<file path="config.mk">
export PLATFORM = sky130hd
export DESIGN_NAME = pidd_mul
export DESIGN_NICKNAME = d
export VERILOG_FILES = /design/src/pidd_pkg.sv /design/src/pidd_mul.sv
export SDC_FILE = /design/constraint.sdc
export NUM_CORES = 2
export LEC_CHECK = 0
export BUFFER_PORTS_ARGS = -buffer_cell sky130_fd_sc_hd__buf_4
export CAP_MARGIN = 20
export CORE_ASPECT_RATIO = 0.8
export CORE_MARGIN = 1
export CORE_UTILIZATION = 30
export CTS_BUF_LIST = sky130_fd_sc_hd__clkbuf_16
export DETAILED_ROUTE_END_ITERATION = 10
export PLACE_DENSITY_LB_ADDON = 0.1
export REMOVE_ABC_BUFFERS = 1
export SLEW_MARGIN = 5
export SYNTH_ARGS = -nofsm -noshare
export SYNTH_HDL_FRONTEND = slang
export SYNTH_SLANG_ARGS = --single-unit
</file>
<file path="constraint.sdc">
create_clock -name clk -period 15.03 [get_ports clk]
set_input_delay 3.006 -clock clk [delete_from_list [all_inputs] [get_ports clk]]
set_output_delay 3.006 -clock clk [all_outputs]
set_load 0.005 [all_outputs]
</file>
<file path="src/pidd_pkg.sv">
package pidd_pkg;

    // Default parameter values
    localparam int FRAC_BITS_DEF = 16;
    localparam int ACC_WIDTH_DEF = 48;

    // Fixed widths
    localparam int DATA_W     = 32;
    localparam int DEADBAND_W = 31;
    localparam int CFG_ADDR_W = 3;
    localparam int MUL_W      = 32;
    localparam int DIV_W      = 32;

    typedef struct packed {
        logic signed [DATA_W-1:0] measurement;
        logic        [DATA_W-1:0] delta_t;
    } in_word_t;

    typedef struct packed {
        logic signed [DATA_W-1:0] drive;
        logic                     in_deadband;
    } out_word_t;

    typedef enum logic [CFG_ADDR_W-1:0] {
        CFG_SET_POINT  = 3'd0,
        CFG_PROP_GAIN  = 3'd1,
        CFG_INTEG_GAIN = 3'd2,
        CFG_DERIV_GAIN = 3'd3,
        CFG_INTEG_MIN  = 3'd4,
        CFG_INTEG_MAX  = 3'd5,
        CFG_DEADBAND   = 3'd6
    } cfg_idx_t;

    typedef enum logic [1:0] {
        SIGN_NONE = 2'd0,
        SIGN_POS  = 2'd1,
        SIGN_NEG  = 2'd2
    } sign_t;

    typedef enum logic [3:0] {
        S_IDLE,
        S_ERR,
        S_MP,
        S_MI,
        S_INC,
        S_ACC,
        S_IMAG,
        S_KLO,
        S_KHI,
        S_ITERM,
        S_CLAMP,
        S_DIV,
        S_DTERM,
        S_SUM,
        S_OUT
    } state_t;

    typedef struct packed {
        logic busy;
        logic done;
    } div_stat_t;

endpackage

</file>
<file path="src/pidd_mul.sv">
module pidd_mul (
    input  logic                           clk,
    input  logic                           en,
    input  logic [pidd_pkg::MUL_W-1:0]     a,
    input  logic [pidd_pkg::MUL_W-1:0]     b,
    output logic [2*pidd_pkg::MUL_W-1:0]   prod
);

    logic [2*pidd_pkg::MUL_W-1:0] prod_reg;

    // Unsigned product, registered; hold while idle
    always_ff @(posedge clk)
    begin
        if (en)
        begin
            prod_reg <= a * b;
        end
    end

    assign prod = prod_reg;

endmodule

</file>
=== After elaboration in Yosys (flattened, before gate mapping) ===
Cells that the tools add are included.

* Bits in registers: 64
* Bits in latches: 0
* RAM bits: 0
* ROM bits: 0
* Input port bits: 66
* Output and inout bits: 64
* Logic and storage cells: 2
* Memories kept: 0

* Add/subtract/negate cells: 0
* Multiply operators: 1
* Div/mod/pow operators: 0
* $lt $le $gt $ge: 0
* Eq/ne operators: 0
* Shift operators: 0
* Multiplexer cells: 0
* Bitwise logic cells: 0
* Reduce and logical (&&, ||, !) cells: 0

{| class="wikitable"
|+ Operator list
! operator !! number
|-
| $mul 32x32->64 || 1
|}

=== Depth between registers and ports, before layout ===
* Depth in word-level cells: 1
* Depth in mapped cells: 29

=== Worst setup path after synthesis ===
Ideal clock, no wire load.

* Kind: input to register
* Start point: input port a[25] (netlist bit)
* End point: register prod_reg, in the netlist prod[62], data pin
* Setup time: 0.262 ns
* Data arrival time: 9.623 ns
* Required time: 14.768 ns
* Path slack: 5.145 ns
* Cell stages on the path: 25
* Cells stage by stage: clkbuf_1 -> nand2_1 -> fa_1 -> inv_1 -> fa_1 -> inv_1 -> fa_1 -> inv_1 -> fa_1 -> fa_1 -> fa_1 -> fa_1 -> inv_1 -> fa_1 -> inv_1 -> ha_1 -> buf_2 -> nand4_1 -> or4_1 -> or3_1 -> a31oi_1 -> a31o_2 -> a211oi_1 -> o21ai_1 -> xor2_1

* Cells in the longest elaborated chain, start to end: 1

{| class="wikitable"
|+ Ends and longest elaborated chain
! item !! RTL line !! source
|-
| start: declaration || pidd_mul.sv:4 || <nowiki>input logic [pidd_pkg::MUL_W-1:0] a,</nowiki>
|-
| $mul 32x32->64 || pidd_mul.sv:16 || <nowiki>prod_reg <= a * b;</nowiki>
|-
| end signal: assignment || pidd_mul.sv:16 ||
|-
| end: declaration || pidd_mul.sv:9 || <nowiki>logic [2*pidd_pkg::MUL_W-1:0] prod_reg;</nowiki>
|}

Every way passes these cells.
A chain may end at the register's enable or synchronous reset.

=== Worst setup path in the final report ===
* Start point: input port a[18] (netlist bit)
* End point: register prod_reg, in the netlist prod[62], data pin

Same word-level chain as after synthesis.

==> flow_summary.ini <==
[timing]
worstMarginPinSlew_ns = 0.835
hold_viol_final = 0
fin_crit_sh = 0.712
period_needed_ns = 10.71
fmax_mhz = 93.4
rsz0062_at_grt = false
tns_ns = 0
setup-violations-final = 0
relSlewSlack = 0.438
final_max_slew_viol_count = 0

[cells_and_area]
largest_register_ffs = 64
final_common_cell = fa_1
fin_nets = 4896
drive_gt1_frac = 0.0443
area_delta_synth_final_pct = 6.91
final_cell_mix = fa_1, inv_1, and2_1, nand2_1, ha_1

[synthesis]
async_flop_share = 0
ys_types = 57
syn_inst = 3748
synth_flop_cell = edfxtp_1
synth.ff_latch_count = 64
ys_seq_area_frac = 0.0544
synth_area_mm2 = 0.0353
yosys_warnings = 0
synth_edf_count = 64
avgSynthCellArea_um2 = 9.42

[detailed_routing]
drtPass1Iterations = 5
drc = 0
wl_mm = 118
drtIter0Drc = 1313
wl_per_cell_um = 22.5
ant_nets = 0
vias = 24300
vias_per_cell = 4.65

[hold_path]
hold_path.class = in2reg

[critical_path]
cp_cell_sequence = buf_4, and2_1, fa_1, fa_1, inv_1, fa_1, fa_1, inv_1, fa_1, fa_1, fa_1, fa_1, ha_1, nand4_1, or4_1, or3_1, a31oi_1, a31o_2, a211oi_1, o21ai_1, xor2_1
crit_path_max_incr_delay_ns = 0.66
crit_slowest_cell = fa_1
cp-end-kind = flip-flop
start_kind = primary input
worstSetupPathType = in2reg
cp_data_required_time_ns = 15.17
cp-endpoint = prod[62]
worstPathArrival_ns = 10.85
cp_max_fo = 32
crit_path_start = a[18]
cp_common_cell = fa_1

[clock_tree]
cts_buffer_depth = 2
cts_made_buffers = 9
ctsResizeCount = 0
tritoncts = built
path_clk_slew_ns = 0.06
h-tree-depth = 3
clockRootBuffer = clkbuf_16
cts_setup_buffers = 0
postCtsHoldBufs = 0
cts_sinks = 64

[job]
cap_violations = 0

[placed_design]
dpl.hpwl_mm = 92.2
gp_congestion = 0.872
io_buffers = 129

[global_route]
antenna_found_initial = 12
grt_pass1_vias = 26900
grt_max_degree = 36
grt_overflow = 0
grt_pass1_wl_mm = 179
grt.total_usage = 0.206

[floorplanning]
num_io_pins = 130
initial_utilization = 0.303
dieArea_mm2 = 0.119
rows = 112
core_area_mm2 = 0.117
dieWidth_um = 386
dieHeight_um = 309

[status]
status = finished, final reports clean
-- logic make-up after synthesis --
logic type	Yosys count	synth area share
compound gates	202	0.0408
xor+xnor	60	0.0149
fa+ha+maj	1159	0.601
buf+inv	1085	0.116
flops	64	0.0544
mux	1	0.000283
simple gates	1177	0.173
-- metrics by stage --
stage | utilization | setup slack (ns) | hold WS [ns] | cell area (um^2) | cells
2_1_floorplan | - | 5.43 | 3.12 | 34500 | 3528
3_3_place_gp | 0.320 | 4.03 | 3.40 | 37400 | 5199
3_5_place_dp | 0.320 | 4.00 | 3.41 | 37400 | 5199
4_1_cts | 0.323 | 4.39 | 3.12 | 37700 | 5215
5_1_grt | 0.323 | 3.99 | 3.14 | 37700 | 5215
6_report | 0.323 | 4.32 | 3.13 | 37800 | 5223
-- cell type report --
type	instances	area, um^2
well taps	1539	1930
clock buffers	9	225
flip-flops and latches	64	1920
inverters	865	3250
fillers	12200	79000
diodes	8	20.0
multi-input cells	2599	29300
repair buffers	132	991
clock inverters	7	110
-- cells in the mapped netlist, drive strengths merged, types with 2 or more instances --
master  instances  area, um^2
xnor2          35         307
nand2         480        1800
a21o           40         300
a211oi          3        22.5
nand4          23         144
or2             3        18.8
a221o           4        40.0
a31oi          12        75.1
nand2b          2        12.5
or3             3        18.8
xor2           25         219
o221a           2        22.5
and4            3        26.3
nor2           20        75.1
nor3            7        35.0
nor2b           2        12.5
a221oi          4        87.6
or4             3        22.5
and3           14        87.6
and2          602        3770
fa            896       17900
a311oi          2        17.5
o211ai          2        15.0
buf             7        33.8
inv           865        3250
clkbuf        213         800
nand3          10        50.1
o21ai          26         130
o221ai          3        26.3
o31ai           5        78.8
edfxtp         64        1920
and3b           2        17.5
o21bai         11        86.3
a21boi          3        22.5
o21a            9        67.6
a21oi          66         342
ha            263        3290
-- how the worst min path moves through the flow --
stage                        start  endpoint  slack, ns  depth (start not counted)
final                           en  prod[18]       3.13                          1
after global placement    prod[29]  prod[29]       3.40                          1
after global routing            en  prod[18]       3.14                          1
after floorplan                 en   prod[0]       3.12                          0
after detailed placement  prod[26]  prod[26]       3.41                          1
after CTS                       en  prod[15]       3.12                          1
-- worst max-delay path: cells and delay by family --
family | cells | cell delay (ns)
fa+ha+maj | 9 | 4.56
simple gates | 4 | 1.29
compound gates | 4 | 1.27
buf+inv | 3 | 0.59
xor+xnor | 1 | 0.08
-- routing by layer --
metal  GRT usage  up-vias  part of all wire
li1            -    10800                 -
met1       0.322    12900              0.52
met2       0.299      567              0.41
met3      0.0360       61             0.060
met4      0.0289        2             0.012
met5           0        -           0.00011
Power is left out: the tool's default activity adds up to more than one toggle a clock period on the data nets, which glitch-free logic cannot reach.
