===== config.mk =====
export PLATFORM = sky130hd
export DESIGN_NAME = pidd_div
export DESIGN_NICKNAME = d
export VERILOG_FILES = /design/src/pidd_pkg.sv /design/src/pidd_div.sv
export SDC_FILE = /design/constraint.sdc
export NUM_CORES = 1
export LEC_CHECK = 0
export ABC_AREA = 1
export BUFFER_PORTS_ARGS = -buffer_cell sky130_fd_sc_hd__buf_2
export CORE_ASPECT_RATIO = 0.75
export CORE_MARGIN = 10
export CORE_UTILIZATION = 58
export CTS_BUF_LIST = sky130_fd_sc_hd__clkbuf_8
export DETAILED_ROUTE_END_ITERATION = 12
export PLACE_DENSITY = 0.83
export SLEW_MARGIN = 20
export SYNTH_ARGS = -nofsm -noshare
export SYNTH_HDL_FRONTEND = slang
export SYNTH_SLANG_ARGS = --single-unit

===== constraint.sdc =====
create_clock -name clk -period 3.3 [get_ports clk]
set_clock_uncertainty 0.15 [all_clocks]
set_input_delay 0.33 -clock clk [delete_from_list [all_inputs] [get_ports clk]]
set_output_delay 0.33 -clock clk [all_outputs]
set_load 0.02 [all_outputs]

===== src/pidd_pkg.sv =====
package pidd_pkg;

    // Default parameter values
    localparam int FRAC_BITS_DEF = 16;
    localparam int ACC_WIDTH_DEF = 48;

    // Fixed widths
    localparam int DATA_W     = 32;
    localparam int DEADBAND_W = 31;
    localparam int CFG_ADDR_W = 3;
    localparam int MUL_W      = 32;
    localparam int DIV_W      = 32;

    typedef struct packed {
        logic signed [DATA_W-1:0] measurement;
        logic        [DATA_W-1:0] delta_t;
    } in_word_t;

    typedef struct packed {
        logic signed [DATA_W-1:0] drive;
        logic                     in_deadband;
    } out_word_t;

    typedef enum logic [CFG_ADDR_W-1:0] {
        CFG_SET_POINT  = 3'd0,
        CFG_PROP_GAIN  = 3'd1,
        CFG_INTEG_GAIN = 3'd2,
        CFG_DERIV_GAIN = 3'd3,
        CFG_INTEG_MIN  = 3'd4,
        CFG_INTEG_MAX  = 3'd5,
        CFG_DEADBAND   = 3'd6
    } cfg_idx_t;

    typedef enum logic [1:0] {
        SIGN_NONE = 2'd0,
        SIGN_POS  = 2'd1,
        SIGN_NEG  = 2'd2
    } sign_t;

    typedef enum logic [3:0] {
        S_IDLE,
        S_ERR,
        S_MP,
        S_MI,
        S_INC,
        S_ACC,
        S_IMAG,
        S_KLO,
        S_KHI,
        S_ITERM,
        S_CLAMP,
        S_DIV,
        S_DTERM,
        S_SUM,
        S_OUT
    } state_t;

    typedef struct packed {
        logic busy;
        logic done;
    } div_stat_t;

endpackage


===== src/pidd_div.sv =====
module pidd_div (
    input  logic                           clk,
    input  logic                           rst_n,
    input  logic                           start,
    input  logic [2*pidd_pkg::DIV_W-1:0]   dividend,
    input  logic [pidd_pkg::DIV_W-1:0]     divisor,
    output logic [pidd_pkg::DIV_W-1:0]     quotient,
    output pidd_pkg::div_stat_t            stat
);

    localparam int W     = pidd_pkg::DIV_W;
    localparam int CNT_W = $clog2(W);

    logic [W-1:0]     rem_reg;
    logic [W-1:0]     quo_reg;
    logic [W-1:0]     dvs_reg;
    logic [CNT_W-1:0] cnt_reg;
    logic             busy_reg;
    logic             done_reg;

    logic [W:0]       shifted;
    logic [W:0]       trial;
    logic             fits;

    // One restoring step: shift in the next dividend bit, subtract if it fits.
    // The caller guarantees the high half is below the divisor.
    always_comb
    begin
        shifted = {rem_reg, quo_reg[W-1]};
        trial   = shifted - {1'b0, dvs_reg};
        fits    = shifted >= {1'b0, dvs_reg};
    end

    always_ff @(posedge clk or negedge rst_n)
    begin
        if (!rst_n)
        begin
            busy_reg <= 1'b0;
            done_reg <= 1'b0;
            cnt_reg  <= '0;
        end
        else
        begin
            done_reg <= 1'b0;
            if (start)
            begin
                busy_reg <= 1'b1;
                cnt_reg  <= CNT_W'(W - 1);
            end
            else if (busy_reg)
            begin
                if (cnt_reg == '0)
                begin
                    busy_reg <= 1'b0;
                    done_reg <= 1'b1;
                end
                else
                begin
                    cnt_reg <= cnt_reg - 1'b1;
                end
            end
        end
    end

    always_ff @(posedge clk)
    begin
        if (start)
        begin
            rem_reg <= dividend[2*W-1:W];
            quo_reg <= dividend[W-1:0];
            dvs_reg <= divisor;
        end
        else if (busy_reg)
        begin
            rem_reg <= fits ? trial[W-1:0] : shifted[W-1:0];
            quo_reg <= {quo_reg[W-2:0], fits};
        end
    end

    assign quotient = quo_reg;
    assign stat     = '{busy: busy_reg, done: done_reg};

endmodule


======== After elaboration in Yosys (flattened, before gate mapping) ========
Cells that the tools add are included.
W data, S select, Z words.
word-level totals
  register bits ........................... 103
  input port bits ......................... 99
  output and inout bits ................... 34
  word-level logic and storage cells ...... 27
cells by class
  add/subtract/negate cells ............... 2
  $lt $le $gt $ge ......................... 1
  equality and inequality tests ........... 1
  multiplexer cells ....................... 14
  reductions and logical operators ........ 3
operators with widths
  kind                   count
  $mux W32               5
  $ge A33 B32 Y1         1
  $sub A32 B32 Y32       1
  $mux W5                3
  $mux W1                6
  $logic_not A5 Y1       1
  $sub A5 B1 Y5 const B  1
  $ne A2 B2 Y1 const B   1
  $reduce_and A2 Y1      1
  $reduce_bool A2 Y1     1

======== Longest topological paths before layout ========
  word-level depth ........................ 4
  depth in mapped cells ................... 16
  depth with buffers taken out ............ 16

======== Least setup slack after synthesis ========
No wires, ideal clock.
  kind .................................... in2reg
  start point ............................. input port start
  end point ............................... register cnt_reg[4]
  library setup time ...................... 120 ps
  arrival ................................. 2745 ps
  data required time ...................... 3030 ps
  path slack .............................. 285 ps
  stages .................................. 8
  path through ............................ clkbuf_1 inv_1 nand2_1 nand2_1 inv_1 nand3_1 o21ai_0 nand2_1
between the ends
  word-level cells in the longest chain between the ends .. 2
  elaborated cells on any way between the ends .. 4
  classes of those cells .................. eq/ne (1); mux (1); reduce/logical (2)
ends and longest elaborated chain
  what                                                                        line            text
  start: declaration                                                          pidd_div.sv:4   input logic start,
  $ne A2 B2 Y1 (no source line) / $reduce_bool A2 Y1 (equally long branches)  --
  $reduce_and A2 Y1 (no source line)                                          --
  end signal: assignment                                                      pidd_div.sv:48  cnt_reg <= CNT_W'(W - 1);
  end signal: assignment                                                      pidd_div.sv:59  cnt_reg <= cnt_reg - 1'b1;
  end: declaration                                                            pidd_div.sv:17  logic [CNT_W-1:0] cnt_reg;
Parallel ways exist; a longest one is shown, timed or not.
A chain may end at the register's enable or synchronous reset.

======== Final worst setup path ========
  start point ............................. register rem_reg[27]
  end point ............................... register rem_reg[25], data pin
between the ends
  word-level cells in the longest chain between the ends .. 4
ends and longest elaborated chain
  what                      line            text
  start: declaration        pidd_div.sv:14  logic [W-1:0] rem_reg;
  start signal: assignment  pidd_div.sv:69  rem_reg <= dividend[2*W-1:W];
  start signal: assignment  pidd_div.sv:75  rem_reg <= fits ? trial[W-1:0] : shifted[W-1:0];
  $ge A33 B32 Y1            pidd_div.sv:31  fits = shifted >= {1'b0, dvs_reg};
  $mux W32                  pidd_div.sv:75
  $mux W32                  pidd_div.sv:73  else if (busy_reg)
  $mux W32                  pidd_div.sv:67  if (start)
No other way between the ends. The select of a mux whose other input is x is not followed.

==> impl_results.md <==
- Share of post-route cells with drive strength above 1: 0.1531
- First-pass DRT Iterations: 7
- Crit-path slowest cell: edfxtp_1
- Slew Viols, Final: 0
- Remaining DRCs: 0
- Syn_nets: 1,113
- Hold violation total from the final report: 0
- Synth top area share: 0.4061
- Port bufs: 132
- CORE AREA: 11,780 um^2
- Initial Util: 0.6024
- CP Launch Type: register
- Netlist cell types: 30
- Peak VDD IR: 0.0003799 V
- CTS tree: built
- Initial antenna violation count: 0
- Wire per inst: 15.75 um
- Hold Slack: 34.45 ps
- Pleak: 4.590 nW
- Clock Sinks: 103
- Antenna viol nets, final: 0
- Crit-path cells: ha_1 > a21oi_1 > nand2_1 > a21oi_1 > nand2_2 > nor2_8 > nand2_8 > nand2_2 > nand2_1 > nand2_1 > nand2_1
- Post-CTS Setup Bufs: 0
- Cell Area, Synth: 7098 um^2
- Finished Cell Area: 8439 um^2
- Post-CTS sizing: 0
- Root Driver: clkbuf_8
- Dpl hpwl: 15,590 um
- Total negative slack: 0 ps
- Setup Crit Path Kind: reg -> reg
- PD cells: 763.2 nW/um^2
- Final min period: 2805 ps
- Slew margin rel.: 0.5761
- CTS clock-pin slew for the worst setup and hold paths: 130 ps
- Placed cell count: 1,256
- Peak Freq: 356.4 MHz
- Synth Area per Inst: 7.250 um^2
- Area after DPL: 7889 um^2
- Worst path arrival time: 2800 ps
- Max FO, Critical Path: 33
- Antenna fix cells: 0
- Synth warn: 0
- CP required: 3300 ps
- Setup violators final: 0
- Rows: 34
- Commonest non-fill, non-tap cells in the layout: nand2_1, inv_1, buf_2
- H-tree depth: 3
- CP endpoint kind: register
- Vias in the first global route: 6,335
- Via/cell ratio: 5.106
- First-pass GRT wire length: 32,960 um
- Die width: 147.7 um
- Height of the die: 115.8 um
- Worst skew pair latency: 400 ps
- Aggregate global routing overflow: 0
- Max cap viols: 0
- GPL Wtd Cong: 1.002
- Worst Hold Class: in -> reg
- Final core occ: 0.7162
- Cell taking the most area after synthesis: edfxtp_1
- Num CTS Buffers: 9
- Crit path top cell by count: nand2_1
- Unrepaired setup endpoints after global routing: false
- Vias: 6,663
- Post-Layout Cell Count: 1,305
- Max incr delay on CP: 430 ps
- Ratio of final minimum period to clock period: 0.8502
- Synth area leaders: edfxtp_1, nand2_1, inv_1
- Total GRT Usage: 0.2387
- Final #Nets: 1,272
- Syn Inst Count: 979
- Pin count of the biggest net entering global routing: 61
- Worst-Margin Slew: 635.8 ps
- Status: complete, no violations
- Clock buffer depth: 2
- Routed Wire Length: 20,560 um
- Top Ports: 133
- Number of hold buffers added after CTS: 33
- Die area: 17,110 um^2
- Sequential area share after synthesis: 0.4308
- Layout area overhead: 18.90%
- R2r setup slk: 490 ps
- 1st-iter DRT viols: 788
- Yosys reg bits: 103
- Commonest non-fill, non-tap cell in the layout: nand2_1
worst max-delay path: cells and delay by family, from the launching register on:
| kind | cells | cell delay (ps) |
|---|---|---|
| flops | 1 | 430 |
| simple gates | 8 | 1070 |
| compound gates | 2 | 520 |
| fa+ha+maj | 1 | 410 |
where the power goes:
group	internal [mW]	switching, mW	total, mW
Clock	0.317	0.543	0.861
Sequential	1.78	0.142	1.92
Combinational	1.28	2.38	3.66
area by class of cell:
type	instances	area (um^2)
Tap cell	162	202.7
Clock inverter	7	96.34
Timing Repair Buffer	172	1046
Sequential cell	103	3058
Inverter	157	589.3
Multi-Input combinational cell	695	3323
Clock buffer	9	123.9
Fill cell	971	3344
per-stage QoR:
stage               setup WS [ps]  power [mW]
floorplan                   284.7       4.615
global placement            571.7       5.433
detailed placement          527.2       5.469
CTS                         497.2       6.368
global route                275.9       6.987
finish                      494.5       6.441
cells by family after synthesis:
family	Yosys count	share of synthesized area
AND/OR/NAND/NOR	617	0.3659
AO/OA/AOI/OAI	29	0.02186
buffers and inverters	181	0.1014
adder cells (fa/ha/maj)	35	0.06275
flip-flops	103	0.4308
XOR/XNOR	14	0.01728
cells in the mapped netlist:
cell        n
nand2_1   446
inv_1     154
edfxtp_1   96
nand3_1    69
nor2_1     49
ha_1       34
nand3b_1   24
a21oi_1    20
clkbuf_1   13
xnor2_1    13
nand4_1     8
dfrtp_1     7
nor2_2      7
o21ai_0     5
buf_4       4
nand2_2     4
and2_1      3
buf_6       3
inv_2       3
nor3_1      3
buf_1       2
buf_2       2
o21a_1      2
o21bai_1    2
fa_1        1
nand2_4     1
nand2_8     1
nand3_2     1
nor2_8      1
xor2_1      1
layer usage:
layer	GRT usage	vias up	part of all wire
met5	0	-	0
met4	0.04150	0	0.0091
met3	0.05727	16	0.10
met2	0.3666	267	0.44
met1	0.3402	3013	0.45
li1	-	3367	-
final timing paths:
kind                                    end         start  cells past startpoint
worst max-delay path            rem_reg[25]   rem_reg[27]                     11
worst min-delay path             rem_reg[7]  dividend[39]                      3
worst max register to register  rem_reg[25]   rem_reg[27]                     11
worst min register to register   cnt_reg[2]    cnt_reg[2]                      2
max in group asynchronous        cnt_reg[4]         rst_n                      2
min in group asynchronous          busy_reg         rst_n                      2
(Power assumes the default switching activity.)
